[config.mk]
export PLATFORM = sky130hd
export DESIGN_NAME = psgfp_reduce
export DESIGN_NICKNAME = d
export VERILOG_FILES = /design/src/rtl/core/psgfp_pkg.sv /design/src/rtl/core/psgfp_reduce.sv
export SDC_FILE = /design/constraint.sdc
export NUM_CORES = 1
export LEC_CHECK = 0
export BUFFER_PORTS_ARGS = -buffer_cell sky130_fd_sc_hd__buf_2
export CAP_MARGIN = 20
export CORE_ASPECT_RATIO = 1.2
export CORE_MARGIN = 2
export CORE_UTILIZATION = 25
export DETAILED_ROUTE_END_ITERATION = 8
export SLEW_MARGIN = 5
export SYNTH_ARGS = -nofsm -noshare
export SYNTH_HDL_FRONTEND = slang
export SYNTH_SLANG_ARGS = --single-unit
export TNS_END_PERCENT = 50
[constraint.sdc]
create_clock -name clk -period 0.89 [get_ports clk]
set_input_delay 0.1335 -clock clk [delete_from_list [all_inputs] [get_ports clk]]
set_output_delay 0.1335 -clock clk [all_outputs]
set_load 0.03 [all_outputs]
[src/rtl/core/psgfp_pkg.sv]
// ----------------------------------------------------------------------------
// psgfp_pkg
// Shared constants, codes and handshake types of the register frame player.
// ----------------------------------------------------------------------------
`default_nettype none

package psgfp_pkg;

    localparam int SECTORS_DEF      = 8;
    localparam int SECTOR_BYTES_DEF = 512;

    localparam int IDX_W       = 12;
    localparam int BYTE_W      = 8;
    localparam int COUNT_W     = 32;
    localparam int RADDR_W     = 4;
    localparam int MODE_W      = 2;
    localparam int CFG_IDX_W   = 1;
    localparam int CFG_W       = 32;
    localparam int FRAME_BYTES = 16;

    // Item modes
    localparam logic [MODE_W-1:0] MODE_TICK  = 2'd0;
    localparam logic [MODE_W-1:0] MODE_LOAD  = 2'd1;
    localparam logic [MODE_W-1:0] MODE_START = 2'd2;

    // Configuration register indexes
    localparam logic [CFG_IDX_W-1:0] CFG_FRAME_COUNT  = 1'b0;
    localparam logic [CFG_IDX_W-1:0] CFG_START_OFFSET = 1'b1;

    // Frame byte that suppresses the register 13 write
    localparam logic [BYTE_W-1:0] SKIP_MARK = 8'd255;

    // Sound chip register numbers with a role in sequencing
    localparam logic [RADDR_W-1:0] B12_ADDR       = 4'd12;
    localparam logic [RADDR_W-1:0] B13_ADDR       = 4'd13;
    localparam logic [RADDR_W-1:0] LAST_MUTE_ADDR = 4'd15;

    typedef struct packed {
        logic             start;
        logic [IDX_W-1:0] value;
    } red_req_t;

    typedef struct packed {
        logic             done;
        logic [IDX_W-1:0] value;
    } red_rsp_t;

endpackage

`default_nettype wire

[src/rtl/core/psgfp_reduce.sv]
// ----------------------------------------------------------------------------
// psgfp_reduce
// Reduces a 12-bit ring position modulo the ring size, one
// compare-and-subtract step per cycle.
// ----------------------------------------------------------------------------
`default_nettype none

module psgfp_reduce #(
    parameter int RING = psgfp_pkg::SECTORS_DEF * psgfp_pkg::SECTOR_BYTES_DEF
) (
    input  logic                clk,
    input  logic                rst_n,
    input  psgfp_pkg::red_req_t req,
    output psgfp_pkg::red_rsp_t rsp
);

    import psgfp_pkg::*;

    localparam int AW    = $clog2(RING);
    localparam int CW    = ((AW + 1) > IDX_W) ? (AW + 1) : IDX_W;
    localparam int SPAN  = 1 << IDX_W;
    localparam int K_TOP = (RING >= SPAN) ? 0 : $clog2((SPAN + RING - 1) / RING) - 1;
    localparam int KW    = (K_TOP > 0) ? $clog2(K_TOP + 1) : 1;

    logic             busy_reg;
    logic             busy_next;
    logic [KW-1:0]    k_reg;
    logic [KW-1:0]    k_next;
    logic [IDX_W-1:0] x_reg;
    logic [IDX_W-1:0] x_next;
    logic [IDX_W-1:0] x_step;
    logic [IDX_W-1:0] x_shr;
    logic [IDX_W-1:0] sub;
    logic             fits;

    // Subtract RING * 2^k while it fits
    always_comb
    begin
        x_shr  = x_reg >> k_reg;
        fits   = CW'(x_shr) >= CW'(RING);
        sub    = IDX_W'(CW'(RING) << k_reg);
        x_step = fits ? (x_reg - sub) : x_reg;
    end

    always_comb
    begin
        busy_next = busy_reg;
        k_next    = k_reg;
        x_next    = x_reg;
        if (req.start)
        begin
            busy_next = 1'b1;
            k_next    = KW'(K_TOP);
            x_next    = req.value;
        end
        else if (busy_reg)
        begin
            x_next = x_step;
            if (k_reg == '0)
            begin
                busy_next = 1'b0;
            end
            else
            begin
                k_next = k_reg - KW'(1);
            end
        end
    end

    always_ff @(posedge clk or negedge rst_n)
    begin
        if (!rst_n)
        begin
            busy_reg <= 1'b0;
            k_reg    <= '0;
        end
        else
        begin
            busy_reg <= busy_next;
            k_reg    <= k_next;
        end
    end

    always_ff @(posedge clk)
    begin
        x_reg <= x_next;
    end

    assign rsp.done  = busy_reg && (k_reg == '0);
    assign rsp.value = x_step;

endmodule

`default_nettype wire

; ---- Word level (Yosys, flattened, before mapping)
; Cells that the tools add are included.
[word_totals]
wordCells = 13
out_inout_bits = 13
input_bits = 15
regBits = 14
[op_classes]
reduce_logical = 2
n_mux = 6
n_bitwise = 1
n_addsub = 1
[ops]
columns = operator, count
row1 = 1-bit two-way mux, 6
row2 = 2-bit nonzero test, 1
row3 = 1-bit logical AND, 1
row4 = 1-bit NOT, 1
row5 = 1-bit subtractor (second input constant), 1

; ---- Longest topological paths before layout
; Gate-level depths: netlist of run 1.
[depth]
depth_word = 4
depth_mapped = 1
ltp_nobuf = 0

; ---- Least setup slack after synthesis of run 1
; No wires, ideal clock.
[synth_path]
path_type = register to output
from = register x_reg[0]
to = output rsp[0] (netlist name)
stages_incl_launch_ff = 1
arrival_time_ns = 0.496
t_required_ns = 0.757
slack_ns = 0.261
cell_sequence = edfxtp_1
[synth_rtl]
columns = element, line
row1 = from (decl), psgfp_reduce.sv:29  ; logic [IDX_W-1:0] x_reg;
row2 = from (signal assigned), psgfp_reduce.sv:86  ; x_reg <= x_next;
row3 = to (decl), psgfp_reduce.sv:14  ; output psgfp_pkg::red_rsp_t rsp
; No word-level cell between the ends.

; ---- Worst setup path in the final report of run 1
[layout_path]
from = register x_reg[1]
to = output rsp[1] (netlist name)
; No word-level cell between the ends.

==> impl_metrics.env, run 1 <==
export IMPL_finalMaxSlewViolations=0
export IMPL_cts_setup_buffers=0
export IMPL_routed_wl_um=690
export IMPL_max_freq_mhz=1042
export IMPL_failed_checks="negative setup slack"
export IMPL_ys_ff_latch=13
export IMPL_wl_per_cell_um=11.13
export IMPL_setup_viol=13
export IMPL_final_hold_violation_count=0
export IMPL_start_kind="flip-flop"
export IMPL_rsz0062_at_grt="true"
export IMPL_layout_drive_gt1_share_pct=66.67
export IMPL_portBuffers=27
export IMPL_combPwrFrac_pct=17.6
export IMPL_final_cells=62
export IMPL_multi_input_area_sq_um=0
export IMPL_crit_path_end_kind="primary output"
export IMPL_arrival_ns=0.83
export IMPL_overflow=0
export IMPL_chipWidth_um=40.19
export IMPL_min_period_ns=0.9594
export IMPL_power_density_mw_per_mm2=2000
export IMPL_core_rowCount=15
export IMPL_synth_yosys_seq_area_share_pct=98.09
export IMPL_p_int_uw=998.9
export IMPL_holdPathStages=1
export IMPL_dr_first_iter_drc_count=6
export IMPL_period_share_pct=107.8
export IMPL_critical_path_top_delay_family="flip-flops"
export IMPL_multi_input_cells=0
export IMPL_netlist_cell_type_count=3
export IMPL_largest_reg_flops=12
export IMPL_clkTransAtPathRegs_ns=0.08
export IMPL_critical_path_class="reg2out"
export IMPL_cpPeakStageDelay_ns=0.40
export IMPL_hold_path_class="in2reg"
export IMPL_drc=0
export IMPL_cts_made_buffers=3
export IMPL_power_switching_uw=320.2
export IMPL_final_area_sq_um=659.4
export IMPL_diodes=0
export IMPL_synth_xor_area_share_pct=0
export IMPL_globalplace_congestion=0.5486
export IMPL_tightestPinTransition_ns=0.2631
export IMPL_crit_buf_inv=1
export IMPL_required_ns=0.76
export IMPL_vias=247
export IMPL_synth_net_count=29
export IMPL_grt_pass1_vias=235
export IMPL_ios=28
export IMPL_cellLeakagePower_nw=0.2820
export IMPL_netlist_area_sq_um=392.9
export IMPL_status="finished, violations left"
export IMPL_final_common_cell="buf_2"
export IMPL_yosys_area_share_adder_pct=0
export IMPL_grt_max_degree=14
export IMPL_pwr_share_clk_pct=26.3
export IMPL_swShare_pct=24.27
export IMPL_start_util_pct=26.84
export IMPL_hold_ws_ns=0.03890
export IMPL_area_delta_synth_final_pct=67.83
export IMPL_crit_chain="buf_6"
export IMPL_clockBufferDepth=2
export IMPL_cts_tree="built"
export IMPL_track_usage_pct=8.511
export IMPL_cp_slowest_cell="edfxtp_1"
export IMPL_min_from="req[3]"
export IMPL_synth_compound_gate_area_share_pct=0
export IMPL_dieArea_sq_mm=0.001906
export IMPL_post_place_cells=57
export IMPL_cts_sinks=13
export IMPL_synthCells=14
export IMPL_cp_max_fo=1
export IMPL_synthMuxAreaShare_pct=0
export IMPL_dr_pass1_iters=3
export IMPL_ir_worst_vdd_v=0.001064
export IMPL_nets=61
export IMPL_core_sq_mm=0.001464
export IMPL_holdPathEnd="x_reg[3]$_DFFE_PP_"
export IMPL_die_h_um=47.43
export IMPL_p_total_mw=1.319
export IMPL_seqPwrFrac_pct=56.1
export IMPL_grt_first_pass_wirelength_um=959
export IMPL_relSlewSlack_pct=82.46
export IMPL_viasPerCell=3.984
export IMPL_setup_slack_ns=-0.06944
export IMPL_cts_root_buf="clkbuf_4"
export IMPL_placed_area_sq_um=541.8
export IMPL_layout_common_cells="14 x buf_2, 13 x buf_6, 12 x edfxtp_1"
export IMPL_maxCapViolCount=0
export IMPL_cts_max_level=1
export IMPL_antenna_found_initial=0
export IMPL_route_antenna_remaining_nets=0
export IMPL_synth_top_family_by_area="buffers and inverters"
export IMPL_syn_area_per_cell_sq_um=28.06
export IMPL_yosysWarnings=0
export IMPL_yosys_area_share_simple_pct=0
synthesized netlist by cell type:
master,count,share of area [%]
dfrtp_1,1,6.4
edfxtp_1,12,92
buf_4,1,1.9
stage by stage:
step           setup slack [ns]  util (%)  setup TNS (ns)
6_report               -0.06944     45.04         -0.5490
5_1_grt                 -0.1089     45.04          -1.112
4_1_cts                -0.06826     45.04         -0.6898
3_5_place_dp             0.1709     37.01               0
3_3_place_gp             0.1849     37.01               0
2_1_floorplan            0.2609         -               0
metal layers:
| layer | vias to the layer above | track usage (%) | wire length (um) |
|---|---|---|---|
| met5 | - | 0 | 0 |
| met4 | 0 | 4.000 | 6 |
| met3 | 2 | 6.047 | 99 |
| met2 | 21 | 13.87 | 368 |
| met1 | 108 | 7.951 | 216 |
| li1 | 116 | - | - |
power groups by stage:
stage	clock [mW]	combinational, mW	sequential [mW]
final	0.346	0.232	0.741
after global routing	0.402	0.244	0.745
after CTS	0.360	0.233	0.741
after detailed placement	0	0.178	0.742
after global placement	0	0.176	0.742
after floorplan	0	0.00836	0.837
layout make-up:
type	instances	area, sq um
timing repair buffer	28	226.5
clock buffer	4	26.28
tap	17	21.27
fill	132	804.5
sequential	13	385.4
worst max-delay path by stage:
| stage | startpoint | end | slack [ns] | cells past startpoint |
|---|---|---|---|---|
| final | x_reg[1]$_DFFE_PP_ | rsp[1] | -0.07 | 1 |
| after global routing | x_reg[1]$_DFFE_PP_ | rsp[1] | -0.11 | 1 |
| after CTS | x_reg[6]$_DFFE_PP_ | rsp[6] | -0.07 | 1 |
| after detailed placement | req[12] | x_reg[5]$_DFFE_PP_ | 0.17 | 1 |
| after global placement | req[12] | x_reg[11]$_DFFE_PP_ | 0.18 | 1 |
| after floorplan | x_reg[0]$_DFFE_PP_ | rsp[0] | 0.26 | 0 |
logic make-up after synthesis:
kind of cell | after synthesis
buffers and inverters | 1
DFF | 13
timing repair:
| action | CTS | global route |
|---|---|---|
| endpoints found under the hold margin | 1 | 0 |
| gates resized for setup | 26 | 0 |
| hold buffers | 1 | 0 |
| setup endpoints to repair | 13 | 13 |
Power figures use the tool's default switching activity.
==> run 2: changes to the inputs <==
--- a/config.mk
+++ b/config.mk
@@ -7,7 +7,7 @@
 export LEC_CHECK = 0
 export BUFFER_PORTS_ARGS = -buffer_cell sky130_fd_sc_hd__buf_2
 export CAP_MARGIN = 20
-export CORE_ASPECT_RATIO = 1.2
+export CORE_ASPECT_RATIO = 1.1
 export CORE_MARGIN = 2
 export CORE_UTILIZATION = 25
 export DETAILED_ROUTE_END_ITERATION = 8
==> run 2 against run 1 <==
Net effect:
- the run still ends with negative setup slack left
- fmax is 0.92% higher
- combinational power hardly changed
- sequential share of layout area stayed put
- count of clock-buffer cells in the layout stayed put
- critical path depth stayed put
- worst setup slack better by 0.0087 ns
- critical path type unchanged
==> impl_metrics.env, run 2 (synthesis results as in run 1) <==
export IMPL_hold_ws_ns=0.03960
export IMPL_cts_root_buf="clkbuf_4"
export IMPL_start_kind="flip-flop"
export IMPL_dr_pass1_iters=3
export IMPL_start_util_pct=25.84
export IMPL_cts_sinks=13
export IMPL_die_h_um=45.58
export IMPL_dieArea_sq_mm=0.001905
export IMPL_multi_input_area_sq_um=0
export IMPL_cpPeakStageDelay_ns=0.40
export IMPL_grt_pass1_vias=256
export IMPL_core_rowCount=15
export IMPL_largest_reg_flops=12
export IMPL_cts_tree="built"
export IMPL_overflow=0
export IMPL_maxCapViolCount=0
export IMPL_final_hold_violation_count=0
export IMPL_viasPerCell=3.855
export IMPL_finalMaxSlewViolations=0
export IMPL_cts_max_level=1
export IMPL_arrival_ns=0.82
export IMPL_core_sq_mm=0.001520
export IMPL_ios=28
export IMPL_post_place_cells=57
export IMPL_route_antenna_remaining_nets=0
export IMPL_layout_drive_gt1_share_pct=66.67
export IMPL_layout_common_cells="14 x buf_2, 13 x buf_6, 12 x edfxtp_1"
export IMPL_rsz0062_at_grt="true"
export IMPL_grt_max_degree=14
export IMPL_globalplace_congestion=0.6321
export IMPL_final_cells=62
export IMPL_chipWidth_um=41.80
export IMPL_nets=61
export IMPL_relSlewSlack_pct=82.53
export IMPL_holdPathEnd="x_reg[6]$_DFFE_PP_"
export IMPL_tightestPinTransition_ns=0.2620
export IMPL_clockBufferDepth=2
export IMPL_final_util_pct=43.37
export IMPL_vias=239
export IMPL_cp_slowest_cell="edfxtp_1"
export IMPL_grt_first_pass_wirelength_mm=1.104
export IMPL_clkTransAtPathRegs_ns=0.07
export IMPL_hold_path_class="in2reg"
export IMPL_crit_chain="buf_6"
export IMPL_crit_path_end_kind="primary output"
export IMPL_routed_wl_um=648
export IMPL_cts_setup_buffers=0
export IMPL_ir_worst_vdd_v=0.0008925
export IMPL_critical_path_top_delay_family="flip-flops"
export IMPL_area_delta_synth_final_pct=67.83
export IMPL_holdPathStages=1
export IMPL_critical_path_class="reg2out"
export IMPL_failed_checks="negative setup slack"
export IMPL_crit_buf_inv=1
export IMPL_max_freq_mhz=1052
export IMPL_diodes=0
export IMPL_min_from="req[6]"
export IMPL_min_period_ns=0.9507
export IMPL_portBuffers=27
export IMPL_setup_viol=13
export IMPL_power_density_mw_per_mm2=1991
export IMPL_status="finished, violations left"
export IMPL_dr_first_iter_drc_count=4
export IMPL_cts_made_buffers=3
export IMPL_required_ns=0.76
export IMPL_setup_slack_ns=-0.06073
export IMPL_cp_max_fo=1
export IMPL_antenna_found_initial=0
export IMPL_drc=0
export IMPL_wl_per_cell_um=10.45
export IMPL_track_usage_pct=8.783
export IMPL_period_share_pct=106.8
export IMPL_multi_input_cells=0
export IMPL_cellLeakagePower_nw=0.2820
export IMPL_final_common_cell="buf_2"
## run 2: repair_timing
| action | 4_1_cts | 5_1_grt |
|---|---|---|
| gates resized for setup | 26 | 0 |
| cloned | 0 | 0 |
| hold buffers | 1 | 0 |
| pin swaps | 0 | 0 |
| endpoints found under the setup margin | 13 | 13 |
| hold endpoints to repair | 1 | 0 |
## run 2: final cells by class
class / instances / area [sq um]
tap: 17 / 21.27
clock buffer: 4 / 26.28
sequential: 13 / 385.4
timing repair buffer: 28 / 226.5
fill: 138 / 860.8
## run 2: per-layer routing
metal,wire (um),GRT usage (%)
met1,241,8.763
met2,294,12.19
met3,105,5.159
met4,6,9.677
met5,0,0
## run 2: metrics by stage
stage               worst slack (ns)  total power, mW  setup TNS [ns]  area [sq um]
detailed placement            0.1661           0.9216               0         541.8
CTS                         -0.08544            1.340         -0.7519         659.4
finish                      -0.06073            1.313         -0.5050         659.4
floorplan                     0.2609           0.8451               0         392.9
global placement              0.1834           0.9176               0         541.8
global route                 -0.1090            1.381          -1.129         659.4
## run 2: how the worst max path moves through the flow
stage	start	end	slack, ns	cells after the start
4_1_cts	x_reg[10]$_DFFE_PP_	rsp[10]	-0.09	1
3_5_place_dp	req[12]	x_reg[11]$_DFFE_PP_	0.17	1
5_1_grt	x_reg[10]$_DFFE_PP_	rsp[10]	-0.11	1
3_3_place_gp	req[12]	x_reg[11]$_DFFE_PP_	0.18	1
2_1_floorplan	x_reg[0]$_DFFE_PP_	rsp[0]	0.26	0
6_report	x_reg[10]$_DFFE_PP_	rsp[10]	-0.06	1
## run 2: power breakdown
part / internal (mW) / total, mW / switching (mW)
logic: 0.106 / 0.232 / 0.126
clock network: 0.173 / 0.342 / 0.169
registers: 0.720 / 0.739 / 0.0197
total: 0.999 / 1.31 / 0.314
