`src/rtl/core/psgfp_pkg.sv`:
```
// ----------------------------------------------------------------------------
// psgfp_pkg
// Shared constants, codes and handshake types of the register frame player.
// ----------------------------------------------------------------------------
`default_nettype none

package psgfp_pkg;

    localparam int SECTORS_DEF      = 8;
    localparam int SECTOR_BYTES_DEF = 512;

    localparam int IDX_W       = 12;
    localparam int BYTE_W      = 8;
    localparam int COUNT_W     = 32;
    localparam int RADDR_W     = 4;
    localparam int MODE_W      = 2;
    localparam int CFG_IDX_W   = 1;
    localparam int CFG_W       = 32;
    localparam int FRAME_BYTES = 16;

    // Item modes
    localparam logic [MODE_W-1:0] MODE_TICK  = 2'd0;
    localparam logic [MODE_W-1:0] MODE_LOAD  = 2'd1;
    localparam logic [MODE_W-1:0] MODE_START = 2'd2;

    // Configuration register indexes
    localparam logic [CFG_IDX_W-1:0] CFG_FRAME_COUNT  = 1'b0;
    localparam logic [CFG_IDX_W-1:0] CFG_START_OFFSET = 1'b1;

    // Frame byte that suppresses the register 13 write
    localparam logic [BYTE_W-1:0] SKIP_MARK = 8'd255;

    // Sound chip register numbers with a role in sequencing
    localparam logic [RADDR_W-1:0] B12_ADDR       = 4'd12;
    localparam logic [RADDR_W-1:0] B13_ADDR       = 4'd13;
    localparam logic [RADDR_W-1:0] LAST_MUTE_ADDR = 4'd15;

    typedef struct packed {
        logic             start;
        logic [IDX_W-1:0] value;
    } red_req_t;

    typedef struct packed {
        logic             done;
        logic [IDX_W-1:0] value;
    } red_rsp_t;

endpackage

`default_nettype wire

```
`src/rtl/core/psgfp_player.sv`:
```
// ----------------------------------------------------------------------------
// psgfp_player
// Item sequencer: ring loads, playback start, and per-tick register write
// streaming from the ring RAM (or mute writes when no frames are left) through a one-entry output register.
// ----------------------------------------------------------------------------
`default_nettype none

module psgfp_player #(
    parameter int SECTORS      = psgfp_pkg::SECTORS_DEF,
    parameter int SECTOR_BYTES = psgfp_pkg::SECTOR_BYTES_DEF
) (
    input  logic                                      clk,
    input  logic                                      rst_n,
    input  logic                                      item_valid,
    output logic                                      item_stall,
    input  logic [psgfp_pkg::MODE_W-1:0]              mode,
    input  logic [psgfp_pkg::IDX_W-1:0]               load_index,
    input  logic [psgfp_pkg::BYTE_W-1:0]              load_byte,
    input  logic [psgfp_pkg::COUNT_W-1:0]             cfg_frame_count,
    input  logic [psgfp_pkg::IDX_W-1:0]               cfg_start_offset,
    output psgfp_pkg::red_req_t                       red_req,
    input  psgfp_pkg::red_rsp_t                       red_rsp,
    output logic                                      ram_we,
    output logic [$clog2(SECTORS*SECTOR_BYTES)-1:0]   ram_waddr,
    output logic [psgfp_pkg::BYTE_W-1:0]              ram_wdata,
    output logic                                      ram_re,
    output logic [$clog2(SECTORS*SECTOR_BYTES)-1:0]   ram_raddr,
    input  logic [psgfp_pkg::BYTE_W-1:0]              ram_rdata,
    output logic                                      result_valid,
    input  logic                                      result_stall,
    output logic [psgfp_pkg::RADDR_W-1:0]             reg_addr,
    output logic [psgfp_pkg::BYTE_W-1:0]              reg_data,
    output logic                                      last
);

    import psgfp_pkg::*;

    localparam int RING = SECTORS * SECTOR_BYTES;
    localparam int AW   = $clog2(RING);
    localparam int PW   = AW + 1;
    localparam int XW   = (AW > IDX_W) ? AW : IDX_W;

    typedef enum logic [3:0] {
        S_IDLE   = 4'b0001,
        S_REDUCE = 4'b0010,
        S_PLAY   = 4'b0100,
        S_MUTE   = 4'b1000
    } state_t;

    state_t               state_reg;
    state_t               state_next;
    logic [COUNT_W-1:0]   frames_left_reg;
    logic [COUNT_W-1:0]   frames_left_next;
    logic [AW-1:0]        ptr_reg;
    logic [AW-1:0]        ptr_next;
    logic                 is_load_reg;
    logic                 is_load_next;
    logic [RADDR_W-1:0]   rd_cnt_reg;
    logic [RADDR_W-1:0]   rd_cnt_next;
    logic                 rd_more_reg;
    logic                 rd_more_next;
    logic                 pend_reg;
    logic                 pend_next;
    logic                 emit13_reg;
    logic                 emit13_next;
    logic                 out_valid_reg;
    logic                 out_valid_next;
    logic [BYTE_W-1:0]    load_byte_reg;
    logic [BYTE_W-1:0]    load_byte_next;
    logic [RADDR_W-1:0]   pend_idx_reg;
    logic [RADDR_W-1:0]   pend_idx_next;
    logic [BYTE_W-1:0]    b13_reg;
    logic [BYTE_W-1:0]    b13_next;
    logic [RADDR_W-1:0]   out_addr_reg;
    logic [RADDR_W-1:0]   out_addr_next;
    logic [BYTE_W-1:0]    out_data_reg;
    logic [BYTE_W-1:0]    out_data_next;
    logic                 out_last_reg;
    logic                 out_last_next;

    logic                 accept;
    logic                 out_free;
    logic                 has13;
    logic                 move;
    logic                 issue;
    logic                 emit_data;
    logic                 emit13;
    logic                 mute_emit;
    logic                 finish_play;
    logic [PW-1:0]        rd_sum;
    logic [AW-1:0]        rd_addr;
    logic [PW-1:0]        adv_sum;
    logic [AW-1:0]        ptr_adv;
    logic [XW-1:0]        red_wide;
    logic [AW-1:0]        red_ptr;

    // Ring address arithmetic, wrapped at the ring size
    always_comb
    begin
        rd_sum   = {1'b0, ptr_reg} + PW'(rd_cnt_reg);
        rd_addr  = (rd_sum >= PW'(RING)) ? AW'(rd_sum - PW'(RING)) : AW'(rd_sum);
        adv_sum  = {1'b0, ptr_reg} + PW'(FRAME_BYTES);
        ptr_adv  = (adv_sum >= PW'(RING)) ? AW'(adv_sum - PW'(RING)) : AW'(adv_sum);
        red_wide = XW'(red_rsp.value);
        red_ptr  = red_wide[AW-1:0];
    end

    // Read-ahead control: RAM data register holds one byte until consumed
    always_comb
    begin
        accept      = item_valid && (state_reg == S_IDLE);
        out_free    = !out_valid_reg || !result_stall;
        has13       = (b13_reg != SKIP_MARK);
        move        = (state_reg == S_PLAY) && pend_reg
                      && ((pend_idx_reg == B13_ADDR) || out_free);
        issue       = (state_reg == S_PLAY) && rd_more_reg && (!pend_reg || move);
        emit_data   = move && (pend_idx_reg != B13_ADDR);
        emit13      = (state_reg == S_PLAY) && emit13_reg && out_free;
        mute_emit   = (state_reg == S_MUTE) && out_free;
        finish_play = (emit_data && (pend_idx_reg == B12_ADDR) && !has13) || emit13;
    end

    always_comb
    begin
        state_next       = state_reg;
        frames_left_next = frames_left_reg;
        ptr_next         = ptr_reg;
        is_load_next     = is_load_reg;
        rd_cnt_next      = rd_cnt_reg;
        rd_more_next     = rd_more_reg;
        pend_next        = pend_reg;
        emit13_next      = emit13_reg;
        load_byte_next   = load_byte_reg;
        pend_idx_next    = pend_idx_reg;
        b13_next         = b13_reg;

        unique case (state_reg)
            S_IDLE:
            begin
                if (accept)
                begin
                    unique case (mode)
                        MODE_LOAD:
                        begin
                            is_load_next   = 1'b1;
                            load_byte_next = load_byte;
                            state_next     = S_REDUCE;
                        end
                        MODE_START:
                        begin
                            is_load_next     = 1'b0;
                            frames_left_next = cfg_frame_count;
                            state_next       = S_REDUCE;
                        end
                        MODE_TICK:
                        begin
                            if (frames_left_reg != '0)
                            begin
                                state_next   = S_PLAY;
                                rd_cnt_next  = B13_ADDR;
                                rd_more_next = 1'b1;
                                pend_next    = 1'b0;
                                emit13_next  = 1'b0;
                            end
                            else
                            begin
                                state_next  = S_MUTE;
                                rd_cnt_next = '0;
                            end
                        end
                        default:
                        begin
                        end
                    endcase
                end
            end
            S_REDUCE:
            begin
                if (red_rsp.done)
                begin
                    if (!is_load_reg)
                    begin
                        ptr_next = red_ptr;
                    end
                    state_next = S_IDLE;
                end
            end
            S_PLAY:
            begin
                // register 13 byte is fetched first so last can be set on 12
                if (issue)
                begin
                    pend_idx_next = rd_cnt_reg;
                    rd_cnt_next   = (rd_cnt_reg == B13_ADDR) ? '0
                                                             : rd_cnt_reg + RADDR_W'(1);
                    rd_more_next  = (rd_cnt_reg != B12_ADDR);
                end
                pend_next = issue ? 1'b1 : (move ? 1'b0 : pend_reg);
                if (move && (pend_idx_reg == B13_ADDR))
                begin
                    b13_next = ram_rdata;
                end
                if (emit_data && (pend_idx_reg == B12_ADDR) && has13)
                begin
                    emit13_next = 1'b1;
                end
                if (finish_play)
                begin
                    emit13_next      = 1'b0;
                    frames_left_next = frames_left_reg - COUNT_W'(1);
                    ptr_next         = ptr_adv;
                    state_next       = S_IDLE;
                end
            end
            S_MUTE:
            begin
                if (mute_emit)
                begin
                    rd_cnt_next = rd_cnt_reg + RADDR_W'(1);
                    if (rd_cnt_reg == LAST_MUTE_ADDR)
                    begin
                        state_next = S_IDLE;
                    end
                end
            end
            default:
            begin
                state_next = S_IDLE;
            end
        endcase
    end

    // Output register
    always_comb
    begin
        out_valid_next = out_valid_reg;
        out_addr_next  = out_addr_reg;
        out_data_next  = out_data_reg;
        out_last_next  = out_last_reg;
        priority if (emit_data)
        begin
            out_valid_next = 1'b1;
            out_addr_next  = pend_idx_reg;
            out_data_next  = ram_rdata;
            out_last_next  = (pend_idx_reg == B12_ADDR) && !has13;
        end
        else if (emit13)
        begin
            out_valid_next = 1'b1;
            out_addr_next  = B13_ADDR;
            out_data_next  = b13_reg;
            out_last_next  = 1'b1;
        end
        else if (mute_emit)
        begin
            out_valid_next = 1'b1;
            out_addr_next  = rd_cnt_reg;
            out_data_next  = '0;
            out_last_next  = (rd_cnt_reg == LAST_MUTE_ADDR);
        end
        else if (!result_stall)
        begin
            out_valid_next = 1'b0;
        end
    end

    always_ff @(posedge clk or negedge rst_n)
    begin
        if (!rst_n)
        begin
            state_reg       <= S_IDLE;
            frames_left_reg <= '0;
            ptr_reg         <= '0;
            is_load_reg     <= 1'b0;
            rd_cnt_reg      <= '0;
            rd_more_reg     <= 1'b0;
            pend_reg        <= 1'b0;
            emit13_reg      <= 1'b0;
            out_valid_reg   <= 1'b0;
        end
        else
        begin
            state_reg       <= state_next;
            frames_left_reg <= frames_left_next;
            ptr_reg         <= ptr_next;
            is_load_reg     <= is_load_next;
            rd_cnt_reg      <= rd_cnt_next;
            rd_more_reg     <= rd_more_next;
            pend_reg        <= pend_next;
            emit13_reg      <= emit13_next;
            out_valid_reg   <= out_valid_next;
        end
    end

    always_ff @(posedge clk)
    begin
        load_byte_reg <= load_byte_next;
        pend_idx_reg  <= pend_idx_next;
        b13_reg       <= b13_next;
        out_addr_reg  <= out_addr_next;
        out_data_reg  <= out_data_next;
        out_last_reg  <= out_last_next;
    end

    assign item_stall    = (state_reg != S_IDLE);
    assign red_req.start = accept && ((mode == MODE_LOAD) || (mode == MODE_START));
    assign red_req.value = (mode == MODE_LOAD) ? load_index : cfg_start_offset;
    assign ram_we        = (state_reg == S_REDUCE) && red_rsp.done && is_load_reg;
    assign ram_waddr     = red_ptr;
    assign ram_wdata     = load_byte_reg;
    assign ram_re        = issue;
    assign ram_raddr     = rd_addr;
    assign result_valid  = out_valid_reg;
    assign reg_addr      = out_addr_reg;
    assign reg_data      = out_data_reg;
    assign last          = out_last_reg;

endmodule

`default_nettype wire

```
`config.mk`:
```
export PLATFORM = sky130hd
export DESIGN_NAME = psgfp_player
export DESIGN_NICKNAME = d
export VERILOG_FILES = /design/src/rtl/core/psgfp_pkg.sv /design/src/rtl/core/psgfp_player.sv
export SDC_FILE = /design/constraint.sdc
export NUM_CORES = 1
export LEC_CHECK = 0
export ABC_AREA = 1
export BUFFER_PORTS_ARGS = -buffer_cell sky130_fd_sc_hd__buf_2
export CAP_MARGIN = 20
export CORE_MARGIN = 5
export CORE_UTILIZATION = 54
export DETAILED_ROUTE_END_ITERATION = 10
export GPL_TIMING_DRIVEN = 1
export PLACE_DENSITY = 0.92
export SLEW_MARGIN = 10
export SYNTH_ARGS = -nofsm -noshare
export SYNTH_HDL_FRONTEND = slang
export SYNTH_SLANG_ARGS = --single-unit
```
`constraint.sdc`:
```
create_clock -name clk -period 2.8 [get_ports clk]
set_input_delay 0.84 -clock clk [delete_from_list [all_inputs] [get_ports clk]]
set_output_delay 0.84 -clock clk [all_outputs]
set_load 0.005 [all_outputs]
```
# Word-level counts from Yosys, hierarchy flattened
# Index checks and enable logic that the tools add are counted.
[op_classes]
mux = 54
n_lt_le_gt_ge = 2
eq_ne = 28
add_sub_neg = 6
reduce_logical = 45
[op_table]
columns = ["op", "count"]
rows = [
  ["two-way mux 32 bit", 3],
  ["two-way mux 12 bit", 6],
  ["case mux 32 bit (2 select lines)", 1],
  ["two-way mux 4 bit", 15],
  ["nonzero test 32 bit", 1],
  ["subtractor 32 x 1 -> 32 bit, second input constant", 1],
  [">= comparator 13 bit, second input constant", 2],
  ["two-way mux 8 bit", 3],
  ["case mux 12 bit (2 select lines)", 1],
  ["subtractor 12 x 1 -> 12 bit, second input constant", 2],
  ["== test 4 bit, second input constant", 5],
  ["AND reduction 5 bit", 4],
  ["two-way mux 1 bit", 18],
  ["logical AND 1 bit", 17],
  ["case mux 4 bit (4 select lines)", 1],
  ["adder 12 x 4 -> 13 bit", 1],
  ["adder 12 x 5 -> 13 bit, second input constant", 1],
  ["inequality test 2 bit, second input constant", 6],
  ["case mux 4 bit (3 select lines)", 1],
  ["inequality test 2 x 1 -> 1 bit, second input constant", 4],
  ["inequality test 4 x 1 -> 1 bit, second input constant", 2],
  ["inequality test 4 bit, second input constant", 2],
  ["inequality test 8 bit, second input constant", 1],
  ["case mux 1 bit (2 select lines)", 4],
  ["other kinds (19)", 33],
]
[totals]
ff_bits = 90
elab_cells = 150
out_inout_bits = 62
input_bits = 91

# Logic depth before layout (Yosys ltp)
# Gate-level depths: netlist of the first run.
[depth]
ltp_word = 10
ltp_mapped = 12

# Worst setup path after synthesis of the first run
# No wires, ideal clock.
[synth_timing]
path_type = "input -> register"
startpoint = "input port result_stall"
endpoint = "register out_last_reg (netlist: last), enable pin"
path_slack_ns = 0.325
setup_ns = 0.401
cell_stages = 3
arrival_time_ns = 2.074
cell_sequence = "nand2_1 -> inv_1 -> o21ai_0"
[synth_between]
elab_chain_len = 6
elab_cells_between_ends = 8
cone_classes = "reduce/logical: 8"
[synth_lines]
columns = ["element", "line_no", "rtl"]
rows = [
  ["start, declared", "psgfp_player.sv:30", "input logic result_stall,"],
  ["zero test 1 bit (*)", "--", ""],
  ["logical OR 1 bit (*)", "psgfp_player.sv:112", "out_free = !out_valid_reg || !result_stall;"],
  ["logical OR 1 bit", "psgfp_player.sv:115", "&& ((pend_idx_reg == B13_ADDR) || out_free);"],
  ["logical AND 1 bit", "psgfp_player.sv:115", ""],
  ["logical AND 1 bit", "psgfp_player.sv:117", "emit_data = move && (pend_idx_reg != B13_ADDR);"],
  ["nonzero test 3 bit (no source line) (*)", "--", ""],
  ["end signal, assigned", "psgfp_player.sv:302", "out_last_reg <= out_last_next;"],
  ["end, declared", "psgfp_player.sv:78", "logic out_last_reg;"],
]
# Every way passes the cells marked *; elsewhere a longest branch is shown, timed or not.
# A chain may end at the register's enable or synchronous reset.

# Worst setup path in the final report of the first run
[layout_timing]
startpoint = "register rd_cnt_reg[0]"
endpoint = "output port ram_raddr[4]"
[layout_between]
elab_chain_len = 3
elab_cells_between_ends = 4
cone_classes = "add/sub: 2; order compare: 1; mux: 1"
[layout_lines]
columns = ["element", "line_no", "rtl"]
rows = [
  ["start, declared", "psgfp_player.sv:58", "logic [RADDR_W-1:0] rd_cnt_reg;"],
  ["start signal, assigned", "psgfp_player.sv:287", "rd_cnt_reg <= rd_cnt_next;"],
  ["adder 12 x 4 -> 13 bit (*)", "psgfp_player.sv:100", "rd_sum = {1'b0, ptr_reg} + PW'(rd_cnt_reg);"],
  ["subtractor 12 x 1 -> 12 bit / >= comparator 13 bit (equally long branches)", "psgfp_player.sv:101", "rd_addr = (rd_sum >= PW'(RING)) ? AW'(rd_sum - PW'(RING)) : AW'(rd_sum);"],
  ["two-way mux 12 bit (*)", "psgfp_player.sv:101", ""],
  ["end, declared", "psgfp_player.sv:27", "output logic [$clog2(SECTORS*SECTOR_BYTES)-1:0] ram_raddr,"],
]
# Marked as above.

==> results of run 1 <==
==> cells in the final DEF (no fill, tap or decap), drive strengths merged, types with 13 or more instances in the layout <==
cell type / count
buf: 176
o21ai: 59
nand4: 22
edfxtp: 33
nand2: 326
nor2: 99
dfrtp: 56
nand3: 55
ha: 13
inv: 81
a21oi: 14
xor2: 14
==> power groups by stage <==
stage	combinational [mW]	sequential [mW]	clock, mW
final	2.68	2.19	0.881
after global routing	3.04	2.24	0.950
after CTS	2.61	2.17	0.894
after detailed placement	2.44	2.18	0
after global placement	2.35	2.17	0
after floorplan	1.72	2.07	0
==> how the worst max path moves through the flow <==
stage	slack [ns]	end	start	cells after the start
floorplan	0.32	last$_DFFE_PP_	result_stall	3
global placement	0.25	ram_raddr[10]	rd_cnt_reg[0]$_DFFE_PN0P_	8
detailed placement	0.20	ram_raddr[10]	ptr_reg[0]$_DFFE_PN0P_	8
CTS	-0.07	ram_raddr[10]	ptr_reg[0]$_DFFE_PN0P_	8
global route	-0.19	ram_raddr[10]	ptr_reg[0]$_DFFE_PN0P_	8
finish	-0.10	ram_raddr[4]	rd_cnt_reg[0]$_DFFE_PN0P_	8
==> per-layer routing <==
layer	part of all wire [%]	vias to the layer above	GRT usage [%]
met1	40	2777	31.5
met2	48	304	42.4
li1	-	2948	-
met3	8.7	50	4.08
met4	3.2	0	10.9
met5	0	-	0
==> per-stage QoR <==
step / instances / worst slack (ns) / cell area (um2) / hold WS [ns]
2_1_floorplan: 832 / 0.325 / 5800 / 0.449
3_3_place_gp: 1102 / 0.254 / 6690 / 0.475
3_5_place_dp: 1102 / 0.203 / 6690 / 0.484
4_1_cts: 1122 / -0.0694 / 6980 / 0.463
5_1_grt: 1124 / -0.189 / 7000 / 0.486
6_report: 1124 / -0.101 / 7000 / 0.453
==> final cells by class <==
class                      instances  area share [%]
multi-input combinational        628            42.2
clock inverter                     7           0.966
clock buffer                       9            1.77
tap                              136            2.43
sequential                        90            34.6
timing repair buffer             176            13.9
inverter                          78            4.18
==> logic make-up after synthesis <==
group           after synthesis  synth area share (%)
fa+ha+maj                    14                  3.15
simple gates                512                  36.1
compound gates               87                  8.20
buf+inv                     114                  8.54
flops                        90                  41.7
xor+xnor                     15                  2.27
==> timing repair <==
item,CTS,global route
setup endpoints to repair,8,9
setup buffers,4,2
pin swaps,7,3
gates resized for setup,17,1
==> impl_metrics.yaml, run 1 <==
outcome:
  outcome: "finished with violations"
  violations: "setup timing"
critical_path:
  timing.rr.end: "frames_left_reg[3]$_DFFE_PN0P_"
  slowest_stage: "dfrtp_1"
  crit_buf_inv: 3
  worst-setup-path-type: "register to output pin"
  worstSetupEndpointType: "output pin"
  path_cells: "ha_2 > inv_2 > fa_2 > nand3b_1 > and2_4 > buf_4 > xor2_1 > buf_2"
  start_kind: "register"
  rr_worst_depth: 10
  rrSetupSlack_ns: 0.62
  crit_arrival_ns: 2.06
  critPathTopFamily: "adder cells"
  cpPeakStageDelay_ns: 0.37
  rr_startpoint: "state_reg[1]$_DFFE_PN0P_"
  critPathMaxFanout: 3
  required_ns: 1.96
sta:
  maxSlewViolCount: 0
  tns_ns: -0.306
  period_share_pct: 104
  setup_viol: 6
  worst_pin_slew_ns: 0.678
  rsz0062_at_grt: "yes"
  finalHoldViolations: 0
  min_period_ns: 2.90
  fin_ws_ns: -0.101
  skew_ns: 0.00850
  max_freq_ghz: 0.345
  maxSlewHeadroom_pct: 54.6
power_and_ir_drop:
  pwr-share-clk_pct: 15.3
  p_int_mw: 3.17
  power.total_mw: 5.75
  p_sw_mw: 2.57
  combPwrFrac_pct: 46.6
  ir_drop_mv: 0.390
  power_leakage_nw: 3.61
  p_seq_share_pct: 38.0
  p_sw_share_pct: 44.8
  powerDensity_nw_per_um2: 822
synth:
  syn-cell-area_um2: 5800
  ys_warn_count: 0
  synthCells: 832
  yosysTopAreaCell: "dfrtp_1"
  yosys_register_bits: 90
  synthTopCellsByCount: "326 x nand2_1, 97 x nor2_1, 75 x inv_1, 59 x o21ai_0, 56 x dfrtp_1"
  syn_nets: 937
  synth_top_cell_area_share_pct: 24.2
  synthArstFlopShare_pct: 63.3
  synth_edf_count: 33
  syn_avg_cell_area_um2: 6.97
  synth_most_common_cell: "nand2_1"
  yosys-top-cells-area: "dfrtp_1 24%, nand2_1 21%, edfxtp_1 17%, nor2_1 6.3%, o21ai_0 5.1%"
  seq_area_frac_synth_pct: 41.7
  synthFlopType: "dfrtp_1"
  synth.distinct_cells: 33
clock_network:
  cts_tree: "yes"
  clock_sinks: 90
  cts_buffers: 9
  hold_buffers: 0
  htreeDepth: 3
  clk_latency_ns: 0.38
  clkSlewWorstSetupHoldPaths_ns: 0.10
  clk_path_buf_depth: 2
  cts_root_buffer: "clkbuf_8"
cells_and_area:
  final_util_pct: 67.2
  regArea_um2: 2420
  multiInputGateArea_um2: 2950
  fin_nets: 1088
  area_growth_pct: 20.6
  n_antenna_cell: 0
  drive_above_1_share_pct: 22.3
  nFillCells: 888
  largest_register_ff_count: 32
routing:
  ant_nets: 0
  firstDrtPassIters: 5
  drc: 0
  viasPerCell: 5.41
  drt-wirelength-per-cell_um: 14.3
  drt-initial-drc-count: 581
  vias: 6079
  wirelength_um: 16000
place:
  gp_congestion: 0.942
  hpwlAfterDp_um: 12000
  port_buffers: 152
die:
  die_h_um: 114
  num_io_pins: 153
  die-area_um2: 12900
  core-area_um2: 10400
  fp-row-count: 37
  die_w_um: 114
  start_util_pct: 55.7
grt:
  grt_antenna_before_repair: 0
  grt_start_max_net_pins: 58
  gr-usage-all-layers_pct: 25.0
  grt_pass1_vias: 5731
  grt_overflow_total: 0
  grt_first_pass_wirelength_um: 26300
run:
  maxCapViolCount: 0
hold_path:
  hp-class: "input port to asynchronous set/reset pin"
(Power assumes the default switching activity.)
==> run 2: changes to the inputs <==
BUFFER_PORTS_ARGS = not set   (was -buffer_cell sky130_fd_sc_hd__buf_2)
CORE_UTILIZATION = 60   (was 54)
DONT_BUFFER_PORTS = 1   (was not set)
PLACE_DENSITY = 0.87   (was 0.92)
==> impl_metrics.yaml, run 2 (same netlist as run 1, synthesis figures left out) <==
routing:
  drt-wirelength-per-cell_um: 15.5
  drt-initial-drc-count: 337
  drc: 0
  viasPerCell: 5.66
  firstDrtPassIters: 5
  ant_nets: 0
  wirelength_um: 14800
  vias: 5408
cells_and_area:
  layout_commonest_cell: "nand2_1"
  nFillCells: 796
  multiInputGateArea_um2: 2950
  fin_nets: 927
  layout_common_cells: "323 x nand2_1, 96 x nor2_1, 72 x inv_1, 56 x o21ai_0, 55 x dfrtp_1"
  n_antenna_cell: 0
  instances_no_fill: 956
  drive_above_1_share_pct: 7.38
  largest_register_ff_count: 32
  regArea_um2: 2420
  area_growth_pct: 6.32
place:
  gp_congestion: 0.939
  place_ws_ns: 0.257
  hpwlAfterDp_um: 11000
  dp.cells: 936
  port_buffers: 0
clock_network:
  clkSlewWorstSetupHoldPaths_ns: 0.10
  clock_sinks: 90
  htreeDepth: 3
  cts_tree: "yes"
  hold_buffers: 0
  cts_buffers: 9
  cts_root_buffer: "clkbuf_8"
  clk_latency_ns: 0.37
  clk_path_buf_depth: 2
grt:
  met2_usage_pct: 44.1
  gr-usage-met3_pct: 3.70
  grt_overflow_total: 0
  gr-usage-all-layers_pct: 25.3
  grt_start_max_net_pins: 58
  use_met1_pct: 32.2
  grt_pass1_vias: 5061
  grt_first_pass_wirelength_um: 23800
  grt_busiest_layer: "met2"
  grt_antenna_before_repair: 0
sta:
  fin_ws_ns: 0.0230
  hold_ws_ns: 0.149
  setup_viol: 0
  maxSlewHeadroom_pct: 56.2
  rsz0062_at_grt: "yes"
  skew_ns: 0.0134
  finalHoldViolations: 0
  maxSlewViolCount: 0
  period_share_pct: 99.2
  min_period_ns: 2.78
  max_freq_ghz: 0.360
  worst_pin_slew_ns: 0.655
critical_path:
  timing.rr.end: "ram_wdata[7]$_DFFE_PP_"
  rr_startpoint: "state_reg[0]$_DFFE_PN1P_"
  startpoint: "rd_cnt_reg[0]$_DFFE_PN0P_"
  critPathTopFamily: "adder cells"
  rrSetupSlack_ns: 0.71
  cp-endpoint: "ram_raddr[10]"
  cpPeakStageDelay_ns: 0.37
  crit_buf_inv: 1
  worstSetupEndpointType: "output pin"
  path_cells: "ha_2 > inv_2 > fa_2 > nand3b_1 > and2_4 > nor2_4 > xor2_2"
  rr_worst_depth: 4
  slowest_stage: "dfrtp_1"
  worst-setup-path-type: "register to output pin"
  crit_cells: 7
  required_ns: 1.96
  crit_arrival_ns: 1.94
  critPathMaxFanout: 3
  start_kind: "register"
die:
  fp-row-count: 35
  die-area_um2: 11700
  start_util_pct: 62.2
  num_io_pins: 153
  die_h_um: 108
  core-area_um2: 9330
  die_w_um: 108
power_and_ir_drop:
  powerDensity_nw_per_um2: 884
  ir_drop_mv: 0.467
  power_leakage_nw: 2.97
  power.total_mw: 5.45
hold_path:
  hp-class: "input port to asynchronous set/reset pin"
run:
  maxCapViolCount: 0
outcome:
  outcome: "completed"
-- run 2: cell count changes in the layout (fill, tap and decap cells not counted), moves of 2 or more --
cell	change
buf_6	-2
a21oi_2	-2
buf_4	-7
o21ai_2	+2
buf_2	-152
o21ai_0	-2
-- run 2: worst reg2reg max path, delay by kind of cell (launching register included) --
family                 cells  cell delay (ns)
buffers and inverters      1             0.22
AND/OR/NAND/NOR            3             0.95
flip-flops                 1             0.56
-- run 2: repair_timing --
action / 4_1_cts / 5_1_grt
setup endpoints to repair: 8 / 8
resized for setup: 8 / 13
pin swaps: 2 / 1
buffers inserted: 1 / 3
cloned: 0 / 0
-- run 2: report_power, final --
part	switching (mW)	total [mW]	internal, mW
Clock	0.541	0.896	0.355
Sequential	0.449	2.21	1.77
Combinational	1.50	2.34	0.833
Total	2.49	5.45	2.95
-- run 2: final cells by class --
type | count | share of cell area (%)
clock buffers | 9 | 2.01
inverters | 78 | 4.79
well taps | 129 | 2.62
flip-flops and latches | 90 | 39.2
repair buffers | 15 | 2.23
multi-input cells | 628 | 47.9
clock inverters | 7 | 1.24
-- run 2: worst min-delay path by stage --
stage                           startpoint                  endpoint  slack (ns)  cells after the start
detailed placement  emit13_reg$_DFFE_PN0P_    emit13_reg$_DFFE_PN0P_        0.48                      2
floorplan           emit13_reg$_DFFE_PN0P_    emit13_reg$_DFFE_PN0P_        0.45                      2
global placement    emit13_reg$_DFFE_PN0P_    emit13_reg$_DFFE_PN0P_        0.47                      2
global route                         rst_n  result_valid$_DFFE_PN0P_        0.13                      0
CTS                                  rst_n  result_valid$_DFFE_PN0P_        0.14                      0
finish                               rst_n  result_valid$_DFFE_PN0P_        0.15                      0
-- run 2: metrics by stage --
stage               cell area (um2)  utilization, %  TNS [ns]
floorplan                      5800               -         0
global route                   6170            66.1    -0.132
CTS                            6100            65.4  -0.00714
finish                         6170            66.1         0
detailed placement             5870            62.9         0
global placement               5870            62.9         0
-- run 2: routing by layer --
metal / vias up / wire length [um]
li1: 2619 / -
met1: 2539 / 6110
met2: 220 / 7430
met3: 30 / 986
met4: 0 / 299
met5: - / 0
